<file path="src/rtl/vrp_pkg.sv">
// Shared types, constants and descriptor builder for the VP8 RTP packetizer.
`timescale 1ns / 1ps
`default_nettype none

package vrp_pkg;

    localparam int LENGTH_BITS_DEF = 12;
    localparam int CAP_W           = 12;
    localparam int CFG_IDX_W       = 3;
    localparam int CFG_DATA_W      = 15;
    localparam int DESC_MAX        = 6;
    localparam int DLEN_W          = 3;

    localparam logic [CAP_W-1:0] CAP_RESET = 12'd1200;

    localparam logic [CFG_IDX_W-1:0] REG_FRAME_FLAGS = 3'd0;
    localparam logic [CFG_IDX_W-1:0] REG_PICTURE_ID  = 3'd1;
    localparam logic [CFG_IDX_W-1:0] REG_TL0_INDEX   = 3'd2;
    localparam logic [CFG_IDX_W-1:0] REG_TEMPORAL_ID = 3'd3;
    localparam logic [CFG_IDX_W-1:0] REG_KEY_INDEX   = 3'd4;
    localparam logic [CFG_IDX_W-1:0] REG_CAPACITY    = 3'd5;

    localparam logic [14:0] PID_HIGH_MASK = 15'h7F00;
    localparam logic [14:0] PID_LOW_MASK  = 15'h00FF;

    typedef struct packed {
        logic [5:0]       flags;
        logic [14:0]      pid;
        logic [7:0]       tl0;
        logic [1:0]       tid;
        logic [4:0]       kidx;
        logic [CAP_W-1:0] cap;
    } t_cfg;

    typedef struct packed {
        logic [DESC_MAX-1:0][7:0] bytes;
        logic [DLEN_W-1:0]        len;
    } t_desc;

    // One queued item: descriptor bytes still to send (len 0 = none), then the data byte.
    typedef struct packed {
        logic [DESC_MAX-1:0][7:0] desc;
        logic [DLEN_W-1:0]        dlen;
        logic [7:0]               data;
        logic                     eop;
        logic                     eof;
        logic                     err;
    } t_entry;

    function automatic t_desc build_desc(input t_cfg c);
        t_desc             d;
        logic [DLEN_W-1:0] n;
        logic [14:0]       hi;
        logic [14:0]       lo;
        d  = '0;
        n  = 3'd1;
        hi = (c.pid & PID_HIGH_MASK) >> 8;
        lo = c.pid & PID_LOW_MASK;
        d.bytes[0] = c.flags[0] ? 8'h20 : 8'h00;
        if (|c.flags[4:1]) begin
            d.bytes[0][7] = 1'b1;
            n = 3'd2;
            if (c.flags[1]) begin
                d.bytes[1][7] = 1'b1;
                if (c.pid >= 15'd128) begin
                    d.bytes[n]        = {1'b1, hi[6:0]};
                    d.bytes[n + 3'd1] = lo[7:0];
                    n = n + 3'd2;
                end else begin
                    d.bytes[n] = {1'b0, c.pid[6:0]};
                    n = n + 3'd1;
                end
            end
            if (c.flags[2]) begin
                d.bytes[1][6] = 1'b1;
                d.bytes[n] = c.tl0;
                n = n + 3'd1;
            end
            if (c.flags[3] || c.flags[4]) begin
                d.bytes[1][5] = c.flags[3];
                d.bytes[1][4] = c.flags[4];
                d.bytes[n] = {(c.flags[3] ? c.tid : 2'b00), c.flags[5],
                              (c.flags[4] ? c.kidx : 5'd0)};
                n = n + 3'd1;
            end
        end
        d.len = n;
        return d;
    endfunction

endpackage

`default_nettype wire

</file>
<file path="src/rtl/vrp_front.sv">
// Front end: packet bookkeeping and classification of each accepted byte.
`timescale 1ns / 1ps
`default_nettype none

module vrp_front
    import vrp_pkg::*;
#(
    parameter int LENGTH_BITS = LENGTH_BITS_DEF
) (
    input  wire logic   i_clk,
    input  wire logic   i_rst_n,
    input  wire logic   i_accept,
    input  wire logic [7:0] i_data_byte,
    input  wire logic   i_last_of_frame,
    input  wire t_cfg   i_cfg,
    output t_entry      o_entry
);

    localparam int SUM_W = ((LENGTH_BITS > CAP_W) ? LENGTH_BITS : CAP_W) + 1;
    localparam logic [LENGTH_BITS-1:0] CNT_MAX = {LENGTH_BITS{1'b1}};

    logic [LENGTH_BITS-1:0] r_count, n_count;
    logic                   r_frame_start, n_frame_start;

    t_desc                  desc;
    logic                   opening;
    logic                   drop;
    logic [LENGTH_BITS-1:0] count_inc;
    logic [SUM_W-1:0]       fill;
    logic                   eop;

    always_comb begin
        desc      = build_desc(i_cfg);
        opening   = (r_count == '0);
        drop      = opening && ({{(SUM_W-CAP_W){1'b0}}, i_cfg.cap} <=
                                {{(SUM_W-DLEN_W){1'b0}}, desc.len});
        count_inc = r_count + 1'b1;
        fill      = {{(SUM_W-DLEN_W){1'b0}}, desc.len} +
                    {{(SUM_W-LENGTH_BITS){1'b0}}, count_inc};
        eop       = i_last_of_frame ||
                    (fill >= {{(SUM_W-CAP_W){1'b0}}, i_cfg.cap}) ||
                    (count_inc == CNT_MAX);

        o_entry = '0;
        if (drop) begin
            o_entry.eof = i_last_of_frame;
            o_entry.err = 1'b1;
        end else begin
            o_entry.data = i_data_byte;
            o_entry.eop  = eop;
            o_entry.eof  = i_last_of_frame;
            if (opening) begin
                o_entry.desc       = desc.bytes;
                o_entry.desc[0][4] = r_frame_start;
                o_entry.dlen       = desc.len;
            end
        end

        n_count       = r_count;
        n_frame_start = r_frame_start;
        if (i_accept) begin
            if (!drop) begin
                n_count = eop ? '0 : count_inc;
                if (opening) begin
                    n_frame_start = 1'b0;
                end
            end
            if (i_last_of_frame) begin
                n_frame_start = 1'b1;
            end
        end
    end

    always_ff @(posedge i_clk) begin
        if (!i_rst_n) begin
            r_count       <= '0;
            r_frame_start <= 1'b1;
        end else begin
            r_count       <= n_count;
            r_frame_start <= n_frame_start;
        end
    end

endmodule

`default_nettype wire

</file>
<file path="src/rtl/vrp_queue.sv">
// Two-entry queue between front and back ends.
`timescale 1ns / 1ps
`default_nettype none

module vrp_queue
    import vrp_pkg::*;
(
    input  wire logic   i_clk,
    input  wire logic   i_rst_n,
    input  wire logic   i_push,
    input  wire t_entry i_entry,
    input  wire logic   i_pop,
    output logic        o_full,
    output logic        o_valid,
    output t_entry      o_head
);

    t_entry     r_mem [2];
    logic       r_wp, n_wp;
    logic       r_rp, n_rp;
    logic [1:0] r_cnt, n_cnt;

    always_comb begin
        o_full  = (r_cnt == 2'd2);
        o_valid = (r_cnt != 2'd0);
        o_head  = r_mem[r_rp];
        n_wp    = r_wp ^ i_push;
        n_rp    = r_rp ^ i_pop;
        n_cnt   = r_cnt + {1'b0, i_push} - {1'b0, i_pop};
    end

    always_ff @(posedge i_clk) begin
        if (i_push) begin
            r_mem[r_wp] <= i_entry;
        end
    end

    always_ff @(posedge i_clk) begin
        if (!i_rst_n) begin
            r_wp  <= 1'b0;
            r_rp  <= 1'b0;
            r_cnt <= 2'd0;
        end else begin
            r_wp  <= n_wp;
            r_rp  <= n_rp;
            r_cnt <= n_cnt;
        end
    end

endmodule

`default_nettype wire

</file>
<file path="src/rtl/vrp_back.sv">
// Back end: serializes descriptor bytes and the data byte into the output register.
`timescale 1ns / 1ps
`default_nettype none

module vrp_back
    import vrp_pkg::*;
(
    input  wire logic   i_clk,
    input  wire logic   i_rst_n,
    input  wire logic   i_head_valid,
    input  wire t_entry i_head,
    output logic        o_pop,
    output logic        o_out_valid,
    input  wire logic   i_out_ready,
    output logic [7:0]  o_out_byte,
    output logic        o_end_of_packet,
    output logic        o_end_of_frame,
    output logic        o_capacity_error
);

    logic [DLEN_W-1:0] r_idx, n_idx;
    logic              r_ov, n_ov;
    logic [7:0]        r_byte;
    logic              r_eop, r_eof, r_err;

    logic              load;
    logic              fire;
    logic              is_data;
    logic [7:0]        sel_byte;

    always_comb begin
        load     = !r_ov || i_out_ready;
        fire     = load && i_head_valid;
        is_data  = (r_idx == i_head.dlen);
        sel_byte = is_data ? i_head.data : i_head.desc[r_idx];
        o_pop    = fire && is_data;
        n_idx    = r_idx;
        if (fire) begin
            n_idx = is_data ? '0 : r_idx + 1'b1;
        end
        n_ov = load ? i_head_valid : r_ov;
    end

    always_ff @(posedge i_clk) begin
        if (!i_rst_n) begin
            r_idx <= '0;
            r_ov  <= 1'b0;
        end else begin
            r_idx <= n_idx;
            r_ov  <= n_ov;
        end
    end

    always_ff @(posedge i_clk) begin
        if (fire) begin
            r_byte <= sel_byte;
            r_eop  <= is_data && i_head.eop;
            r_eof  <= is_data && i_head.eof;
            r_err  <= is_data && i_head.err;
        end
    end

    assign o_out_valid      = r_ov;
    assign o_out_byte       = r_byte;
    assign o_end_of_packet  = r_eop;
    assign o_end_of_frame   = r_eof;
    assign o_capacity_error = r_err;

endmodule

`default_nettype wire

</file>
<file path="src/rtl/vp8_rtp_packetizer.sv">
// Top level of the VP8 RTP packetizer: registers, front end, queue, back end.
//
//  channel  | direction | handshake                  | payload
//  ---------+-----------+----------------------------+-----------------------------------
//  in       | input     | i_in_valid / o_in_ready    | i_data_byte, i_last_of_frame
//  out      | output    | o_out_valid / i_out_ready  | o_out_byte, o_end_of_packet,
//           |           |                            | o_end_of_frame, o_capacity_error
//  cfg      | input     | i_cfg_we                   | i_cfg_index, i_cfg_data
//
// An item inside a packet gives one output item per cycle unless the output stalls;
// an item that opens a packet gives its descriptor bytes and data byte, 2 to 7 in all.
// The front end classifies in the accept cycle; a two-entry queue decouples it from the
// back end, so input is taken while output stalls until the queue fills.
// Synchronous active-low reset clears control state and loads register defaults.
`timescale 1ns / 1ps
`default_nettype none

module vp8_rtp_packetizer
    import vrp_pkg::*;
#(
    parameter int LENGTH_BITS = LENGTH_BITS_DEF
) (
    input  wire logic                  i_clk,
    input  wire logic                  i_rst_n,
    input  wire logic                  i_in_valid,
    output logic                       o_in_ready,
    input  wire logic [7:0]            i_data_byte,
    input  wire logic                  i_last_of_frame,
    output logic                       o_out_valid,
    input  wire logic                  i_out_ready,
    output logic [7:0]                 o_out_byte,
    output logic                       o_end_of_packet,
    output logic                       o_end_of_frame,
    output logic                       o_capacity_error,
    input  wire logic                  i_cfg_we,
    input  wire logic [CFG_IDX_W-1:0]  i_cfg_index,
    input  wire logic [CFG_DATA_W-1:0] i_cfg_data
);

    t_cfg   r_cfg, n_cfg;
    t_entry entry;
    t_entry head;
    logic   accept;
    logic   q_full;
    logic   q_valid;
    logic   pop;

    always_comb begin
        n_cfg = r_cfg;
        if (i_cfg_we) begin
            case (i_cfg_index)
                REG_FRAME_FLAGS: n_cfg.flags = i_cfg_data[5:0];
                REG_PICTURE_ID:  n_cfg.pid   = i_cfg_data[14:0];
                REG_TL0_INDEX:   n_cfg.tl0   = i_cfg_data[7:0];
                REG_TEMPORAL_ID: n_cfg.tid   = i_cfg_data[1:0];
                REG_KEY_INDEX:   n_cfg.kidx  = i_cfg_data[4:0];
                REG_CAPACITY:    n_cfg.cap   = i_cfg_data[CAP_W-1:0];
                default:         n_cfg = r_cfg;
            endcase
        end
    end

    always_ff @(posedge i_clk) begin
        if (!i_rst_n) begin
            r_cfg <= '{flags: '0, pid: '0, tl0: '0, tid: '0, kidx: '0, cap: CAP_RESET};
        end else begin
            r_cfg <= n_cfg;
        end
    end

    assign o_in_ready = !q_full;
    assign accept     = i_in_valid && o_in_ready;

    vrp_front #(
        .LENGTH_BITS (LENGTH_BITS)
    ) u_front (
        .i_clk           (i_clk),
        .i_rst_n         (i_rst_n),
        .i_accept        (accept),
        .i_data_byte     (i_data_byte),
        .i_last_of_frame (i_last_of_frame),
        .i_cfg           (r_cfg),
        .o_entry         (entry)
    );

    vrp_queue u_queue (
        .i_clk   (i_clk),
        .i_rst_n (i_rst_n),
        .i_push  (accept),
        .i_entry (entry),
        .i_pop   (pop),
        .o_full  (q_full),
        .o_valid (q_valid),
        .o_head  (head)
    );

    vrp_back u_back (
        .i_clk            (i_clk),
        .i_rst_n          (i_rst_n),
        .i_head_valid     (q_valid),
        .i_head           (head),
        .o_pop            (pop),
        .o_out_valid      (o_out_valid),
        .i_out_ready      (i_out_ready),
        .o_out_byte       (o_out_byte),
        .o_end_of_packet  (o_end_of_packet),
        .o_end_of_frame   (o_end_of_frame),
        .o_capacity_error (o_capacity_error)
    );

`ifndef ASSERT_OFF
    // A dropped byte never closes a packet.
    a_err_no_eop: assert property (@(posedge i_clk) disable iff (!i_rst_n)
        o_out_valid && o_capacity_error |-> !o_end_of_packet)
        else $error("capacity error flagged on a packet end");

    // Frame end comes only on a packet end or a dropped byte.
    a_eof_closes: assert property (@(posedge i_clk) disable iff (!i_rst_n)
        o_out_valid && o_end_of_frame |-> o_end_of_packet || o_capacity_error)
        else $error("frame end without packet end");

    // Output is empty and input open right after reset.
    a_reset_clear: assert property (@(posedge i_clk)
        !i_rst_n |=> !o_out_valid && o_in_ready)
        else $error("output valid or input stalled after reset");
`endif

endmodule

`default_nettype wire
</file>
<file path="config.mk">
export PLATFORM = sky130hd
export DESIGN_NAME = vp8_rtp_packetizer
export DESIGN_NICKNAME = d
export VERILOG_FILES = /design/src/rtl/vrp_pkg.sv /design/src/rtl/vrp_front.sv /design/src/rtl/vrp_queue.sv /design/src/rtl/vrp_back.sv /design/src/rtl/vp8_rtp_packetizer.sv
export SDC_FILE = /design/constraint.sdc
export NUM_CORES = 1
export LEC_CHECK = 0
export ABC_AREA = 0
export BUFFER_PORTS_ARGS = -buffer_cell sky130_fd_sc_hd__buf_2
export CAP_MARGIN = 25
export CORE_AREA = 4 4 115 161
export CTS_BUF_LIST = sky130_fd_sc_hd__clkbuf_8
export DETAILED_ROUTE_END_ITERATION = 8
export DIE_AREA = 0 0 119 165
export PLACE_DENSITY = 0.82
export RECOVER_POWER = 50
export SYNTH_ARGS = -nofsm -noshare
export SYNTH_HDL_FRONTEND = slang
export SYNTH_SLANG_ARGS = --single-unit
export TNS_END_PERCENT = 50
</file>
<file path="constraint.sdc">
create_clock -name i_clk -period 4.1 [get_ports i_clk]
set_input_delay 1.025 -clock i_clk [delete_from_list [all_inputs] [get_ports i_clk]]
set_output_delay 1.025 -clock i_clk [all_outputs]
set_load 0.005 [all_outputs]
</file>
==> impl_metrics.yaml, run 1 <==
sta:
  fin_ws_ns: -0.141
  period_minus_slack_ns: 4.24
  fin_crit_sh: 1.03
  setup_viol: 14
  drv_slew: 0
  hold_viol_final: 0
  slew_headroom: 0.110
  tightest_slew_ns: 1.33
  holdWs_ns: 0.454
  fmax_ghz: 0.236
  rsz0062_at_grt: "true"
  fin_skew_ns: 0.0283
setup_path:
  cp-start-kind: "flip-flop"
  cp.arrival_ns: 4.52
  path_class: "reg2reg"
  crit_path_end_kind: "flip-flop"
  crit_chain: "nor4_4 -> and3_4 -> xnor2_1 -> o21ai_1 -> a21oi_2 -> ha_2 -> fa_2 -> a21o_1 -> a32o_2 -> a22oi_2 -> xnor2_1 -> ha_2 -> or4_4 -> a21oi_2 -> nor4_2 -> o31ai_2 -> buf_4 -> o21ai_4 -> buf_6 -> nor2b_4"
  reg2reg_from: "r_cfg[38]"
  path_buf_inv: 2
  crit_family: "compound AO/OA/AOI/OAI gates"
  cp_slowest_cell: "or4_4"
  required_ns: 4.38
  crit_fanout: 8
  cp-startpoint: "r_cfg[38]"
  max_stage_delay_ns: 0.47
power:
  seqPwrFrac: 0.505
  clockPowerShare: 0.280
  comb_power_share: 0.215
  intPower_mw: 3.76
  p_leak_nw: 4.06
  sw_frac_of_total: 0.279
  powerDensity_nw_per_um2: 467
  ir_drop_uv: 254
  switching_power_mw: 1.46
clock_tree:
  clkLatencyLatePin_ns: 0.55
  htreeDepth: 1
  root_buffer: "clkbuf_8"
  cts.sinks: 205
  cts_tree: "done"
  cts_hold_buf: 0
  numCtsBuffers: 29
  clkTransAtPathRegs_ns: 0.06
  clockBufferDepth: 3
route:
  ant_nets: 0
  first_pass_iters: 6
  routed_wl_um: 20800
  drc: 0
  vias: 6913
  routedWlPerCell_um: 17.0
  drt_iter0_markers: 624
  vias_per_cell: 5.65
cells_and_area:
  layout_common_cells: "edfxtp_1 (135), nand2_1 (110), nor2_1 (92), dfxtp_1 (68)"
  n_fill_cell: 1284
  final_layout_size_suffix_gt1_frac: 0.189
  final_nets: 1025
  num_antenna_cells: 0
  mostFrequentLayoutCell: "edfxtp_1"
  fin_cells: 1223
  fin_area_um2: 11200
  areaGrowthSynthToFinish_pct: 14.5
floorplan:
  die-area_um2: 19600
  core_um2: 17200
  die_h_um: 165
  die-width_um: 119
  ios: 45
  initial_core_util: 0.568
  rows: 57
synthesis:
  ys_seq_area_frac: 0.559
  netlist_area_um2: 9760
  synth-edff-count: 135
  syn_inst: 868
  synthFlopType: "edfxtp_1"
  avgSynthCellArea_um2: 11.2
  async_reset_ff_frac: 0
  ys_ff_latch: 205
  yosysWarnings: 0
  ys_types: 64
run:
  cap_viol_max_count: 0
placed_design:
  placed_area_um2: 10600
  dp_slack_ns: -0.380
  routabilityCongestion: 0.891
  dp_hpwl_um: 14600
  portBuffers: 44
  dpl.cell_count: 1162
worst_hold_path:
  min_from: "r_cfg[37]"
  hold_path_class: "reg2reg"
global_route:
  antenna_found_initial: 0
  grt_max_degree: 53
  grt_first_pass_wirelength_um: 34500
  overflow: 0
  grt.total_usage: 0.217
  grt_pass1_vias: 6973
outcome:
  outcome: "complete, but fails checks"
  failed_checks: "negative setup slack"
[worst register-to-register path, stage by stage (launching register included)]
cell	delay, ns
dfxtp_2	0.34
nor4_4	0.28
and3_4	0.26
xnor2_1	0.07
o21ai_1	0.15
a21oi_2	0.08
ha_2	0.20
fa_2	0.34
a21o_1	0.21
a32o_2	0.23
a22oi_2	0.15
xnor2_1	0.10
ha_2	0.20
or4_4	0.48
a21oi_2	0.13
nor4_2	0.07
o31ai_2	0.22
buf_4	0.16
o21ai_4	0.06
buf_6	0.14
nor2b_4	0.13
[per-layer routing]
layer	track usage	vias up	share of wire
li1	-	3319	-
met1	0.262	3283	0.40
met2	0.388	242	0.51
met3	0.0284	69	0.052
met4	0.0944	0	0.041
met5	0	-	0
[stage by stage]
stage | setup TNS, ns | util | power, mW
after CTS | -0.948 | 0.649 | 5.26
after floorplan | -1.04 | - | 3.43
final | -1.14 | 0.651 | 5.22
after global placement | -2.87 | 0.614 | 3.74
after global routing | -4.98 | 0.651 | 5.49
after detailed placement | -4.23 | 0.614 | 3.80
[repair_timing]
item,4_1_cts,5_1_grt
pin swaps,23,5
buffers inserted,4,5
resized for setup,12,5
endpoints found under the setup margin,14,14
gates cloned,0,0
[cell families after synthesis]
| logic type | after synthesis | share of synthesized area |
|---|---|---|
| mux | 69 | 0.102 |
| flops | 205 | 0.559 |
| xor+xnor | 24 | 0.0215 |
| simple gates | 306 | 0.151 |
| compound gates | 153 | 0.0970 |
| other cells | 1 | 0.000384 |
| buf+inv | 83 | 0.0341 |
| fa+ha+maj | 27 | 0.0354 |
[state kept, by name, indices dropped and copies added, names as in the netlist, 2 cells and up, named ones only]
| register | flops |
|---|---|
| u_back.o_out_byte | 8 |
| u_queue.r_cnt | 2 |
| u_front.r_count | 12 |
| u_back.r_idx | 3 |
| u_queue.r_mem | 124 |
| r_cfg | 48 |
[cells in the mapped netlist, types with 2 or more instances]
library cell    n  area, um^2
or2_2           2        12.5
a22o_1          3        26.3
dfxtp_1        70        1400
nor4_2          2        25.0
nor3_1          8        40.0
a21oi_1        56         280
nor4b_1         3        26.3
nand4_1         2        12.5
nand4_2         2        25.0
and2_1         13        81.3
and3_1          5        31.3
o21ai_0        37         185
inv_1          33         124
edfxtp_1      135        4050
nand3_1        14        70.1
nand2_1       110         413
o21a_1          5        37.5
nor2b_1        19         119
and2b_1         2        15.0
nor2_1         92         345
buf_2           8        40.0
nor4_1          6        37.5
a32oi_1        13         114
a21o_1          7        52.6
a22oi_1         3        22.5
a211oi_1        4        30.0
o211ai_1        7        52.6
and4b_1         2        20.0
mux4_2         24         541
mux2i_1        44         440
clkbuf_1       34         128
xnor2_1        10        87.6
o22ai_1         8        50.1
xor2_1         14         123
buf_1           6        22.5
ha_1           26         325
nand2b_1        9        56.3
nand4b_1        2        17.5
nand3_4         2        35.0
or3_1           2        12.5
[layout make-up]
type	count	area, um^2	area share
Sequential cell	205	5460	0.488
Multi-Input combinational cell	597	4130	0.369
Timing Repair Buffer	100	649	0.0581
Clock buffer	30	413	0.0369
Tap cell	236	295	0.0264
Inverter	33	124	0.0111
Clock inverter	22	118	0.0105
[power by group through the flow]
stage | Combinational, mW | Sequential [mW] | Clock (mW)
floorplan | 0.771 | 2.66 | 0
global placement | 1.09 | 2.65 | 0
detailed placement | 1.12 | 2.67 | 0
CTS | 1.14 | 2.63 | 1.49
global route | 1.24 | 2.66 | 1.59
finish | 1.12 | 2.63 | 1.46
[worst paths after layout]
path                              end  slack, ns  cells past startpoint
hold reg to reg             r_cfg[37]       0.45                      2
hold / removal              r_cfg[37]       0.45                      2
setup / recovery  u_queue.r_mem[1][2]      -0.14                     20
setup reg to reg  u_queue.r_mem[1][2]      -0.14                     20
(Power assumes the default switching activity.)
==> run 2, diff against run 1 <==
Clock period 4.1 ns to 3.5 ns, I/O delays scaled along.
==> run 2 against run 1 <==
Effect of this change: the run ends with max-capacitance violations, max-slew violations, negative setup slack left; clock skew shrank 0.014 ns; highest routed layer unchanged; clock power grew 26%; routed wire length grew 1.8%; setup slack lost 0.54 ns; combinational power grew 21%; total power grew 20%; largest power group unchanged; die area is the same; non-clock buffer count grew 21.
==> impl_metrics.yaml, run 2 (synthesized netlist as in run 1, its figures left out) <==
route:
  drt_iter0_markers: 593
  first_pass_iters: 5
  drc: 0
  routed_wl_um: 21200
  vias: 7008
  vias_per_cell: 5.62
  routedWlPerCell_um: 17.0
  ant_nets: 0
power:
  switching_power_mw: 1.74
  comb_power_share: 0.216
  intPower_mw: 4.52
  seqPwrFrac: 0.490
  sw_frac_of_total: 0.278
  ir_drop_uv: 336
  powerDensity_nw_per_um2: 548
  p_leak_nw: 4.19
  clockPowerShare: 0.294
cells_and_area:
  postLayoutCoreUtil: 0.666
  largest_reg_flops: 124
  final_nets: 1047
  fin_cells: 1247
  largest_register: "u_queue.r_mem"
  num_antenna_cells: 0
  n_fill_cell: 1276
  final_layout_size_suffix_gt1_frac: 0.217
  layout_common_cells: "edfxtp_1 (135), nand2_1 (109), nor2_1 (92), buf_4 (68), dfxtp_1 (66)"
  areaGrowthSynthToFinish_pct: 17.2
  mostFrequentLayoutCell: "edfxtp_1"
  reg.largest.list: "u_queue.r_mem x124, r_cfg x48, u_front.r_count x12"
  fin_area_um2: 11400
setup_path:
  reg2reg_depth: 19
  crit_path_end_kind: "flip-flop"
  cp-start-kind: "flip-flop"
  crit_fanout: 8
  path_class: "reg2reg"
  reg2reg_from: "r_cfg[38]"
  cp.arrival_ns: 4.49
  required_ns: 3.82
  r2r_setup_slack_ns: -0.68
  r2r_end: "u_queue.r_mem[1][2]"
global_route:
  grt_pass1_vias: 6973
  grt.total_usage: 0.217
  overflow: 0
  grt_max_degree: 57
  antenna_found_initial: 0
  grt_first_pass_wirelength_um: 34500
sta:
  holdWs_ns: 0.459
  fin_crit_sh: 1.19
  fin_skew_ns: 0.0139
  slew_headroom: -0.766
  rsz0062_at_grt: "true"
  setup_viol: 14
  hold_viol_final: 0
  tightest_slew_ns: 2.65
  drv_slew: 86
  fin_ws_ns: -0.676
  fmax_ghz: 0.239
  fin_tns_setup_ns: -8.89
  period_minus_slack_ns: 4.18
clock_tree:
  clkTransAtPathRegs_ns: 0.06
  numCtsBuffers: 30
  cts_hold_buf: 0
  clockBufferDepth: 3
  cts.sinks: 205
  htreeDepth: 1
  clkLatencyLatePin_ns: 0.56
  root_buffer: "clkbuf_8"
  cts_tree: "done"
floorplan:
  die-area_um2: 19600
  rows: 57
  core_um2: 17200
  ios: 45
  die_h_um: 165
  initial_core_util: 0.568
  die-width_um: 119
worst_hold_path:
  holdPathEnd: "r_cfg[37]"
  min_from: "r_cfg[37]"
  hold_path_class: "reg2reg"
  whs_path_depth: 2
outcome:
  failed_checks: "max-capacitance violations, max-slew violations, negative setup slack"
  outcome: "complete, but fails checks"
placed_design:
  portBuffers: 44
  routabilityCongestion: 0.846
  dpl.cell_count: 1187
  placed_area_um2: 10800
  dp_hpwl_um: 15000
run:
  cap_viol_max_count: 2
-- run 2: layer usage --
layer	GRT usage	vias up	routed length, um
met5	0	-	0
met4	0.0854	0	658
met3	0.0264	57	954
met2	0.390	222	10900
met1	0.266	3366	8650
li1	-	3363	-
-- run 2: how the worst max path moves through the flow --
stage | slack (ns) | endpoint | startpoint | cells after the start
global route | -0.94 | u_front.r_count[6] | r_cfg[38] | 19
global placement | -0.83 | u_front.r_count[0] | r_cfg[41] | 19
detailed placement | -0.92 | u_front.r_count[6] | r_cfg[41] | 19
CTS | -0.64 | u_queue.r_mem[1][2] | r_cfg[38] | 19
floorplan | -0.81 | u_front.r_count[0] | r_cfg[41] | 19
finish | -0.68 | u_queue.r_mem[1][2] | r_cfg[38] | 19
-- run 2: repair_timing --
action,in CTS,in global routing
endpoints found under the hold margin,0,0
gates cloned,0,0
setup buffers,4,1
endpoints found under the setup margin,14,58
pin swaps,20,7
gates resized for setup,12,17
-- run 2: power by group through the flow --
stage	Combinational (mW)	Clock, mW	Sequential (mW)
after floorplan	0.903	0	3.11
after global placement	1.33	0	3.09
after detailed placement	1.36	0	3.11
after CTS	1.39	1.88	3.06
after global routing	1.50	1.99	3.09
final	1.35	1.84	3.07
-- run 2: layout make-up --
| type | count | area [um^2] | share of cell area |
|---|---|---|---|
| clock inverters | 21 | 119 | 0.0104 |
| inverters | 33 | 124 | 0.0108 |
| well taps | 236 | 295 | 0.0258 |
| multi-input cells | 597 | 4170 | 0.365 |
| repair buffers | 121 | 802 | 0.0701 |
| clock buffers | 34 | 468 | 0.0409 |
| flip-flops and latches | 205 | 5460 | 0.477 |
-- run 2: worst max-delay path, stage by stage (launching register included) --
cell and delay (ns):
dfxtp_2 0.34, nor4_4 0.29, and3_4 0.27, xnor2_2 0.08, o21ai_2 0.14, a21oi_2 0.08, ha_2 0.19, fa_2 0.34
a21o_1 0.21, a32o_2 0.23, a22oi_2 0.13, xnor2_1 0.10, ha_2 0.18, or4_4 0.48, a21oi_2 0.13, nor4_2 0.06
o31ai_2 0.30, o21ai_4 0.12, buf_6 0.16, nor2b_4 0.12
-- run 2: metrics by stage --
step / setup slack (ns) / power (mW)
5_1_grt: -0.936 / 6.59
6_report: -0.676 / 6.27
4_1_cts: -0.637 / 6.34
3_5_place_dp: -0.923 / 4.48
2_1_floorplan: -0.814 / 4.02
3_3_place_gp: -0.835 / 4.42
